File: src/rtl/assert_macros.svh
// ----------------------------------------------------------------------------
// Assertion macros
// Shared concurrent assertion wrappers, compiled out with NO_ASSERTIONS.
// ----------------------------------------------------------------------------
`ifndef ASSERT_MACROS_SVH
`define ASSERT_MACROS_SVH

`ifndef NO_ASSERTIONS
`define ASSERT_CLKRST(lbl, clk, rst_n, prop) \
  lbl: assert property (@(posedge clk) disable iff (!rst_n) prop) \
    else $error("assertion failed");
`define ASSERT_CLK(lbl, clk, prop) \
  lbl: assert property (@(posedge clk) prop) \
    else $error("assertion failed");
`else
`define ASSERT_CLKRST(lbl, clk, rst_n, prop)
`define ASSERT_CLK(lbl, clk, prop)
`endif

`endif

File: src/rtl/nfrc_pkg.sv
// ----------------------------------------------------------------------------
// nfrc_pkg
// Types and constants for the LF-delimited frame reader and checker.
// ----------------------------------------------------------------------------
package nfrc_pkg;

  localparam int unsigned LEN_W   = 17;
  localparam int unsigned BYTE_W  = 8;

  typedef enum logic [1:0] {
    KIND_DATA = 2'd0,
    KIND_EOS  = 2'd1,
    KIND_ERR  = 2'd2,
    KIND_NONE = 2'd3
  } kind_t;

  typedef enum logic [1:0] {
    ST_OK    = 2'd0,
    ST_PROTO = 2'd1,
    ST_IO    = 2'd2
  } status_t;

  typedef enum logic [1:0] {
    TC_LEAD = 2'd0,
    TC_TEXT = 2'd1,
    TC_NOT  = 2'd2
  } tclass_t;

  localparam logic [BYTE_W-1:0] CH_LF     = 8'h0A;
  localparam logic [BYTE_W-1:0] CH_CR     = 8'h0D;
  localparam logic [BYTE_W-1:0] CH_TAB    = 8'h09;
  localparam logic [BYTE_W-1:0] CH_SPACE  = 8'h20;
  localparam logic [BYTE_W-1:0] CH_LBRACE = 8'h7B;
  localparam logic [BYTE_W-1:0] PRINT_LO  = 8'h20;
  localparam logic [BYTE_W-1:0] PRINT_HI  = 8'h7E;

  localparam logic [LEN_W-1:0] LIMIT_RESET = 17'h10000;

  typedef struct packed {
    logic [BYTE_W-1:0] data_byte;
    logic              frame_end;
    status_t           status;
    logic              plain_text_flag;
    logic              eos_clean;
    logic [LEN_W-1:0]  frame_length;
  } result_t;

  typedef struct packed {
    logic valid;
    logic ready;
  } hs_t;

  function automatic logic is_printable(logic [BYTE_W-1:0] b);
    is_printable = (b == CH_TAB) || ((b >= PRINT_LO) && (b <= PRINT_HI));
  endfunction

endpackage

File: src/rtl/nfrc_in_stage.sv
// ----------------------------------------------------------------------------
// nfrc_in_stage
// Input register: holds one event until the checker core consumes it.
// ----------------------------------------------------------------------------
module nfrc_in_stage (
  input  logic                          clk,
  input  logic                          rst_n,
  input  logic                          in_tvalid,
  output logic                          in_tready,
  input  logic [nfrc_pkg::BYTE_W-1:0]   in_byte,
  input  logic [1:0]                    in_kind,
  input  logic                          take,
  output logic                          s1_valid,
  output logic [nfrc_pkg::BYTE_W-1:0]   s1_byte,
  output logic [1:0]                    s1_kind
);

  logic                        valid_r, valid_nxt;
  logic [nfrc_pkg::BYTE_W-1:0] byte_r;
  logic [1:0]                  kind_r;
  logic                        load;

  assign in_tready = !valid_r || take;
  assign load      = in_tvalid && in_tready;

  always_comb begin
    valid_nxt = valid_r;
    if (load) begin
      valid_nxt = 1'b1;
    end else if (take) begin
      valid_nxt = 1'b0;
    end
  end

  always_ff @(posedge clk) begin
    if (!rst_n) begin
      valid_r <= 1'b0;
    end else begin
      valid_r <= valid_nxt;
    end
  end

  always_ff @(posedge clk) begin
    if (load) begin
      byte_r <= in_byte;
      kind_r <= in_kind;
    end
  end

  assign s1_valid = valid_r;
  assign s1_byte  = byte_r;
  assign s1_kind  = kind_r;

endmodule

File: src/rtl/nfrc_core.sv
// ----------------------------------------------------------------------------
// nfrc_core
// Framing state, text classifier and frame-end status for one event.
// ----------------------------------------------------------------------------
module nfrc_core #(
  parameter int MAX_FRAME = 65536
) (
  input  logic                          clk,
  input  logic                          rst_n,
  input  logic [nfrc_pkg::LEN_W-1:0]    frame_limit,
  input  logic                          s1_valid,
  input  logic [nfrc_pkg::BYTE_W-1:0]   s1_byte,
  input  logic [1:0]                    s1_kind,
  input  logic                          out_rdy,
  output logic                          take,
  output nfrc_pkg::hs_t                 res_hs,
  output nfrc_pkg::result_t             res
);

  localparam logic [nfrc_pkg::LEN_W-1:0] LIMIT_CAP =
    (MAX_FRAME >= 131071) ? 17'h1FFFF : 17'(MAX_FRAME);

  logic [nfrc_pkg::LEN_W-1:0] cnt_r, cnt_nxt;
  nfrc_pkg::tclass_t          tc_r, tc_nxt;
  logic                       disc_r, disc_nxt;
  logic                       res_vld;
  logic                       limit_bad;
  nfrc_pkg::tclass_t          tc_step;

  assign limit_bad = (frame_limit == '0) || (frame_limit > LIMIT_CAP);

  always_comb begin
    tc_step = tc_r;
    case (tc_r)
      nfrc_pkg::TC_LEAD: begin
        if ((s1_byte == nfrc_pkg::CH_SPACE) || (s1_byte == nfrc_pkg::CH_TAB)) begin
          tc_step = nfrc_pkg::TC_LEAD;
        end else if ((s1_byte == nfrc_pkg::CH_LBRACE) ||
                     !nfrc_pkg::is_printable(s1_byte)) begin
          tc_step = nfrc_pkg::TC_NOT;
        end else begin
          tc_step = nfrc_pkg::TC_TEXT;
        end
      end
      nfrc_pkg::TC_TEXT: begin
        if (!nfrc_pkg::is_printable(s1_byte)) begin
          tc_step = nfrc_pkg::TC_NOT;
        end
      end
      default: tc_step = nfrc_pkg::TC_NOT;
    endcase
  end

  always_comb begin
    res      = '0;
    res_vld  = 1'b0;
    cnt_nxt  = cnt_r;
    tc_nxt   = tc_r;
    disc_nxt = disc_r;
    if (s1_valid && (s1_kind != nfrc_pkg::KIND_NONE)) begin
      if (limit_bad) begin
        res_vld        = 1'b1;
        res.frame_end  = 1'b1;
        res.status     = nfrc_pkg::ST_PROTO;
        cnt_nxt        = '0;
        tc_nxt         = nfrc_pkg::TC_LEAD;
        disc_nxt       = 1'b0;
      end else begin
        // frame-end defaults; overridden for plain payload bytes
        res.frame_end       = 1'b1;
        res.plain_text_flag = (tc_r == nfrc_pkg::TC_TEXT);
        res.frame_length    = cnt_r;
        unique case (nfrc_pkg::kind_t'(s1_kind))
          nfrc_pkg::KIND_ERR: begin
            res_vld    = 1'b1;
            res.status = nfrc_pkg::ST_IO;
            disc_nxt   = 1'b0;
          end
          nfrc_pkg::KIND_EOS: begin
            res_vld = 1'b1;
            if (disc_r || (cnt_r == '0)) begin
              res.status    = nfrc_pkg::ST_OK;
              res.eos_clean = 1'b1;
            end else begin
              res.status = nfrc_pkg::ST_PROTO;
            end
            disc_nxt = 1'b0;
          end
          nfrc_pkg::KIND_DATA: begin
            if (disc_r) begin
              if (s1_byte == nfrc_pkg::CH_LF) begin
                disc_nxt = 1'b0;
              end
            end else if (s1_byte == nfrc_pkg::CH_LF) begin
              res_vld    = 1'b1;
              res.status = ((cnt_r == '0) || (tc_r == nfrc_pkg::TC_TEXT)) ?
                           nfrc_pkg::ST_PROTO : nfrc_pkg::ST_OK;
            end else if ((s1_byte == nfrc_pkg::CH_CR) || (cnt_r >= frame_limit)) begin
              res_vld    = 1'b1;
              res.status = nfrc_pkg::ST_PROTO;
              disc_nxt   = 1'b1;
            end else begin
              res_vld             = 1'b1;
              res.frame_end       = 1'b0;
              res.plain_text_flag = 1'b0;
              res.data_byte       = s1_byte;
              res.frame_length    = cnt_r + 17'd1;
            end
          end
          default: res_vld = 1'b0;
        endcase
        if (res_vld && res.frame_end) begin
          cnt_nxt = '0;
          tc_nxt  = nfrc_pkg::TC_LEAD;
        end else if (res_vld) begin
          cnt_nxt = cnt_r + 17'd1;
          tc_nxt  = tc_step;
        end
      end
    end
  end

  assign take   = s1_valid && (!res_vld || out_rdy);
  assign res_hs = {res_vld && take, out_rdy};

  always_ff @(posedge clk) begin
    if (!rst_n) begin
      cnt_r  <= '0;
      tc_r   <= nfrc_pkg::TC_LEAD;
      disc_r <= 1'b0;
    end else if (take) begin
      cnt_r  <= cnt_nxt;
      tc_r   <= tc_nxt;
      disc_r <= disc_nxt;
    end
  end

endmodule

File: src/rtl/nfrc_out_stage.sv
// ----------------------------------------------------------------------------
// nfrc_out_stage
// Result register: holds one result until the downstream transfer.
// ----------------------------------------------------------------------------
module nfrc_out_stage (
  input  logic              clk,
  input  logic              rst_n,
  input  nfrc_pkg::hs_t     res_hs,
  input  nfrc_pkg::result_t res,
  output logic              out_rdy,
  output logic              out_tvalid,
  input  logic              out_tready,
  output nfrc_pkg::result_t out_res
);

  logic              valid_r, valid_nxt;
  nfrc_pkg::result_t res_r;

  assign out_rdy = !valid_r || out_tready;

  always_comb begin
    valid_nxt = valid_r;
    if (res_hs.valid && res_hs.ready) begin
      valid_nxt = 1'b1;
    end else if (out_tready) begin
      valid_nxt = 1'b0;
    end
  end

  always_ff @(posedge clk) begin
    if (!rst_n) begin
      valid_r <= 1'b0;
    end else begin
      valid_r <= valid_nxt;
    end
  end

  always_ff @(posedge clk) begin
    if (res_hs.valid && res_hs.ready) begin
      res_r <= res;
    end
  end

  assign out_tvalid = valid_r;
  assign out_res    = res_r;

endmodule

File: src/rtl/newline_frame_reader_checker_unit.sv
// Order: an input transfer loads the input register, the checker core works on
// it, and its result is loaded into the result register that drives out_*.
// Throughput: one event per cycle; the input register, the checker core and
// the result register each move one item per clock, stalls propagate back.
// Reset (rst_n low, synchronous): both stages empty, byte count and text
// classifier cleared, not discarding, frame_limit back to 65536.
// ----------------------------------------------------------------------------
// newline_frame_reader_checker_unit
// Splits a byte stream into LF-delimited frames and checks each frame.
// ----------------------------------------------------------------------------
`include "assert_macros.svh"

module newline_frame_reader_checker_unit #(
  parameter int MAX_FRAME = 65536
) (
  input  logic        clk,
  input  logic        rst_n,
  input  logic        cfg_we,
  input  logic [16:0] cfg_wdata,   // frame_limit
  input  logic        in_tvalid,
  output logic        in_tready,
  input  logic [7:0]  in_tdata,    // [7:0] byte_in
  input  logic [1:0]  in_tuser,    // [1:0] kind
  output logic        out_tvalid,
  input  logic        out_tready,
  output logic [31:0] out_tdata,   // [7:0] data_byte, [24:8] frame_length, rest 0
  output logic        out_tlast,   // frame_end
  output logic [3:0]  out_tuser    // [1:0] status, [2] plain_text_flag, [3] eos_clean
);

  logic [nfrc_pkg::LEN_W-1:0]  frame_limit_r;
  logic                        s1_valid;
  logic [nfrc_pkg::BYTE_W-1:0] s1_byte;
  logic [1:0]                  s1_kind;
  logic                        take;
  logic                        out_rdy;
  nfrc_pkg::hs_t               res_hs;
  nfrc_pkg::result_t           res;
  nfrc_pkg::result_t           out_res;

  always_ff @(posedge clk) begin
    if (!rst_n) begin
      frame_limit_r <= nfrc_pkg::LIMIT_RESET;
    end else if (cfg_we) begin
      frame_limit_r <= cfg_wdata;
    end
  end

  nfrc_in_stage u_in (
    .clk       (clk),
    .rst_n     (rst_n),
    .in_tvalid (in_tvalid),
    .in_tready (in_tready),
    .in_byte   (in_tdata),
    .in_kind   (in_tuser),
    .take      (take),
    .s1_valid  (s1_valid),
    .s1_byte   (s1_byte),
    .s1_kind   (s1_kind)
  );

  nfrc_core #(
    .MAX_FRAME (MAX_FRAME)
  ) u_core (
    .clk         (clk),
    .rst_n       (rst_n),
    .frame_limit (frame_limit_r),
    .s1_valid    (s1_valid),
    .s1_byte     (s1_byte),
    .s1_kind     (s1_kind),
    .out_rdy     (out_rdy),
    .take        (take),
    .res_hs      (res_hs),
    .res         (res)
  );

  nfrc_out_stage u_out (
    .clk        (clk),
    .rst_n      (rst_n),
    .res_hs     (res_hs),
    .res        (res),
    .out_rdy    (out_rdy),
    .out_tvalid (out_tvalid),
    .out_tready (out_tready),
    .out_res    (out_res)
  );

  assign out_tdata = {7'd0, out_res.frame_length, out_res.data_byte};
  assign out_tlast = out_res.frame_end;
  assign out_tuser = {out_res.eos_clean, out_res.plain_text_flag, out_res.status};

  `ASSERT_CLK(a_rst_empty, clk, !rst_n |=> !out_tvalid)
  `ASSERT_CLKRST(a_data_no_status, clk, rst_n, (out_tvalid && !out_tlast) |-> (out_tuser == 4'd0))
  `ASSERT_CLKRST(a_data_len_nz, clk, rst_n, (out_tvalid && !out_tlast) |-> (out_tdata[24:8] != 0))
  `ASSERT_CLKRST(a_no_load_when_full, clk, rst_n, (out_tvalid && !out_tready) |-> !res_hs.valid)

endmodule

File: config.mk
export PLATFORM = sky130hd
export DESIGN_NAME = newline_frame_reader_checker_unit
export DESIGN_NICKNAME = d
export VERILOG_FILES = /design/src/rtl/nfrc_pkg.sv /design/src/rtl/nfrc_in_stage.sv /design/src/rtl/nfrc_core.sv /design/src/rtl/nfrc_out_stage.sv /design/src/rtl/newline_frame_reader_checker_unit.sv
export VERILOG_INCLUDE_DIRS = /design/src /design/src/rtl
export SDC_FILE = /design/constraint.sdc
export NUM_CORES = 1
export LEC_CHECK = 0
export BUFFER_PORTS_ARGS = -buffer_cell sky130_fd_sc_hd__buf_2
export CORE_UTILIZATION = 37
export CTS_CLUSTER_DIAMETER = 60
export DETAILED_ROUTE_END_ITERATION = 6
export SYNTH_ARGS = -nofsm -noshare
export SYNTH_HDL_FRONTEND = slang
export SYNTH_HIERARCHICAL = 1
export SYNTH_SLANG_ARGS = --single-unit
File: constraint.sdc
create_clock -name clk -period 7 [get_ports clk]
set_input_delay 0 -clock clk [delete_from_list [all_inputs] [get_ports clk]]
set_output_delay 0 -clock clk [all_outputs]
set_load 0.05 [all_outputs]
==> results.yml <==
critical_path:
  r2r_start: "u_in/s1_kind[0]"
  reg2reg_to: "u_out/out_res[4]"
  crit_slowest_cell: "inv_1"
  critPathBufInv: 3
  path_max_fanout: 30
  r2r_slack_ns: 3.19
  path_cells: "ha_1 > nor2b_1 > nand2_1 > inv_1 > nand2_1 > clkinv_1 > nand2_1 > inv_1"
  cpMostUsedCell: "nand2_1"
  end_kind: "flip-flop"
  critPathKind: "flip-flop to flip-flop"
  ff2ff_path_depth: 8
  slowest_delay_ns: 0.82
  required_ns: 6.96
  start_kind: "flip-flop"
  crit_arrival_ns: 3.76
  critical-path-top-delay-family: "buffers and inverters"
place:
  io_buffers: 63
  postPlaceCellArea_sq_um: 4800
  place_congestion: 0.845
  hpwl_um: 7750
  dp_cells: 627
sta:
  clock_skew_ns: 0.00719
  setup_viol: 0
  fmax_mhz: 263
  setup_tns_ns: 0
  post-route-min-period_ns: 3.81
  worstMarginPinSlew_ns: 1.14
  fin_hold_ws_ns: 0.0430
  rsz0062_at_grt: "false"
  hold_viol: 0
  relSlewSlack: 0.234
  period_share: 0.544
  drv_slew: 0
synthesis:
  syn_area_per_cell_sq_um: 10.0
  syn_inst: 445
  synth_seq_cells: 79
  synth-edff-count: 40
  ys_top_cells_by_area: "edfxtp_1 27%, dfxtp_1 18%, ha_1 6.7%"
  yosysWarningCount: 6
  synthDistinctLibCells: 57
  synth_area_leader_cell: "edfxtp_1"
  synthArstFlopShare: 0
  synth_flop_cell: "edfxtp_1"
  netlist_area_sq_um: 4450
  ys_seq_area_frac: 0.445
  synth_top_area_frac: 0.270
power:
  p_clk_frac: 0.430
  peakVddDrop_mv: 0.124
  seqPwrFrac: 0.425
  internal_power_w: 0.000911
  power_density_nw_per_um2: 228
  pwr-share-comb: 0.145
  p_sw_w: 0.000325
  power.leakage_nw: 2.04
  sw_frac_of_total: 0.263
cts:
  clockBufferDepth: 2
  post_cts_buffers: 0
  root_buffer: "clkbuf_16"
  cts_tree: "built"
  cts_resized: 0
  cts.sink_count: 79
  path_clk_slew_ns: 0.06
  clk-insertion-delay-late_ns: 0.34
  cts_htree_levels: 3
  cts_buffers: 9
global_routing:
  grt_pass1_vias: 3588
  grt_pass1_wl_um: 18300
  grt_max_degree: 31
  antenna_found_initial: 0
  grt_use_total: 0.190
  overflow: 0
finish:
  area_growth_pct: 21.9
  fillerInstances: 1088
  drive_gt1_frac: 0.181
  seq_area_sq_um: 1980
  fin_area_sq_um: 5430
  layout.cells.non_filler: 672
  multiInputGateArea_sq_um: 2200
  antennaDiodeCount: 0
  nets: 580
floorplan:
  die_w_um: 112
  core_sq_um: 11600
  initial_core_util: 0.385
  rows: 39
  die-height_um: 112
  dieArea_sq_um: 12500
  pin_count: 71
hold_path:
  worst_hold_startpoint: "rst_n"
  hold_path_end: "frame_limit_r[16]"
  hp-class: "input port to flip-flop"
  hold_path_depth: 2
drt:
  vias_per_cell: 5.51
  dr.first_iter.drc_count: 295
  num_vias: 3704
  drt_pre_antenna_iters: 7
  ant_nets: 0
  drcViolationCount: 1
  routedWlPerCell_um: 16.5
  wl_um: 11100
outcome:
  violations: "DRC"
  status: "finished, violations left"
flow_run:
  maxCapViolCount: 0
[cell usage after synthesis (2+ instances only)]
master	number
nor4_1	13
buf_6	2
inv_1	27
nor2_1	17
ha_1	24
a31oi_1	7
a221oi_1	2
mux2i_1	18
xnor2_1	15
and4_1	2
and3_1	16
nor3_1	15
dfxtp_1	39
nor4b_1	4
a31o_2	5
a21boi_2	2
nand3_1	21
buf_4	8
buf_2	7
edfxtp_1	40
nand2b_1	3
or4_1	13
clkbuf_1	13
nand2b_4	2
nor2b_1	20
nand4_1	10
o31ai_1	14
nand2_1	16
a21oi_1	19
o21ai_0	7
a211oi_1	18
[layout make-up]
class                           instances  share of cell area
Multi-Input combinational cell        312               0.406
Sequential cell                        79               0.365
Timing Repair Buffer                   94               0.114
Clock buffer                            9              0.0415
Tap cell                              143              0.0330
Clock inverter                          7              0.0205
Inverter                               28              0.0194
[cells in the final DEF (no fill, tap or decap), types with 2 or more instances in the layout]
master	Yosys	final
buf_4	8	2
clkinv_1	1	2
nand2b_1	3	3
nor4_1	13	13
nor2b_1	20	20
dfxtp_1	39	39
clkbuf_16	0	9
ha_1	24	24
a31oi_1	7	7
and4_1	2	2
nand2_1	16	16
bufinv_16	0	3
xnor2_1	15	15
a21boi_2	2	2
a211oi_1	18	18
nor2_1	17	17
nand2b_4	2	2
a21oi_1	19	19
o31ai_1	14	14
dlygate4sd3_1	0	29
conb_1	1	7
nand4_1	10	10
mux2i_1	18	18
o21ai_0	7	7
nor3_1	15	15
nor4b_1	4	4
a31o_2	5	5
or4_1	13	13
inv_1	27	27
and3_1	16	16
clkinv_2	0	2
edfxtp_1	40	40
buf_2	7	63
nand3_1	21	21
[kinds of logic after synthesis]
| group | count (synthesis) | synth area share |
|---|---|---|
| AOI/OAI and AO/OA | 87 | 0.136 |
| xor gates and xnor gates | 16 | 0.0315 |
| adders and majority gates | 24 | 0.0675 |
| buffers and inverters | 60 | 0.0663 |
| DFF | 79 | 0.445 |
| muxes | 19 | 0.0430 |
| other | 1 | 0.000843 |
| and+or+nand+nor | 159 | 0.210 |
[per-layer routing]
metal	vias to the layer above	global-route usage	routed length [um]
met1	1727	0.256	5190
met3	20	0.0474	614
met2	136	0.291	5080
met5	-	0	0
li1	1821	-	-
met4	0	0.0766	236
[per-stage QoR]
| stage | total power (W) | setup slack, ns | util |
|---|---|---|---|
| after floorplan | 0.000664 | 4.07 | - |
| after global placement | 0.000697 | 3.48 | 0.415 |
| after global routing | 0.00128 | 2.94 | 0.469 |
| final | 0.00124 | 3.19 | 0.469 |
| after detailed placement | 0.000701 | 3.26 | 0.415 |
| after CTS | 0.00125 | 3.24 | 0.469 |
[repair_timing]
action,in CTS,in global routing
endpoints found under the hold margin,29,0
hold buffers,29,0
setup endpoints to repair,0,0
[power groups by stage]
stage               combinational, W  sequential (W)  clock (W)
global placement            0.000163        0.000534          0
global route                0.000193        0.000528   0.000563
detailed placement          0.000166        0.000535          0
CTS                         0.000179        0.000525   0.000542
finish                      0.000179        0.000525   0.000531
floorplan                  0.0000880        0.000576          0
[how the worst max path moves through the flow]
stage	start	end	slack (ns)	cells past startpoint
after CTS	u_in/s1_kind[0]	u_out/out_res[11]	3.24	8
final	u_in/s1_kind[0]	u_out/out_res[4]	3.19	8
after floorplan	u_in/s1_kind[0]	u_out/out_res[0]	4.07	10
after detailed placement	u_in/s1_kind[0]	u_out/out_res[6]	3.26	8
after global routing	u_in/s1_kind[0]	u_out/out_res[3]	2.94	8
after global placement	u_in/s1_kind[0]	u_out/out_res[6]	3.48	8
[registers in the layout, summed over array words and instances, names as in the netlist]
name              cells
u_out/out_res        30
frame_limit_r        17
u_core/cnt_r         17
u_core/tc_r           2
u_out/out_tvalid      1
u_core/disc_r         1
u_in/s1_valid         1
u_in/s1_kind          2
u_in/s1_byte          8
Note: power is estimated with default switching activity, not from simulation.
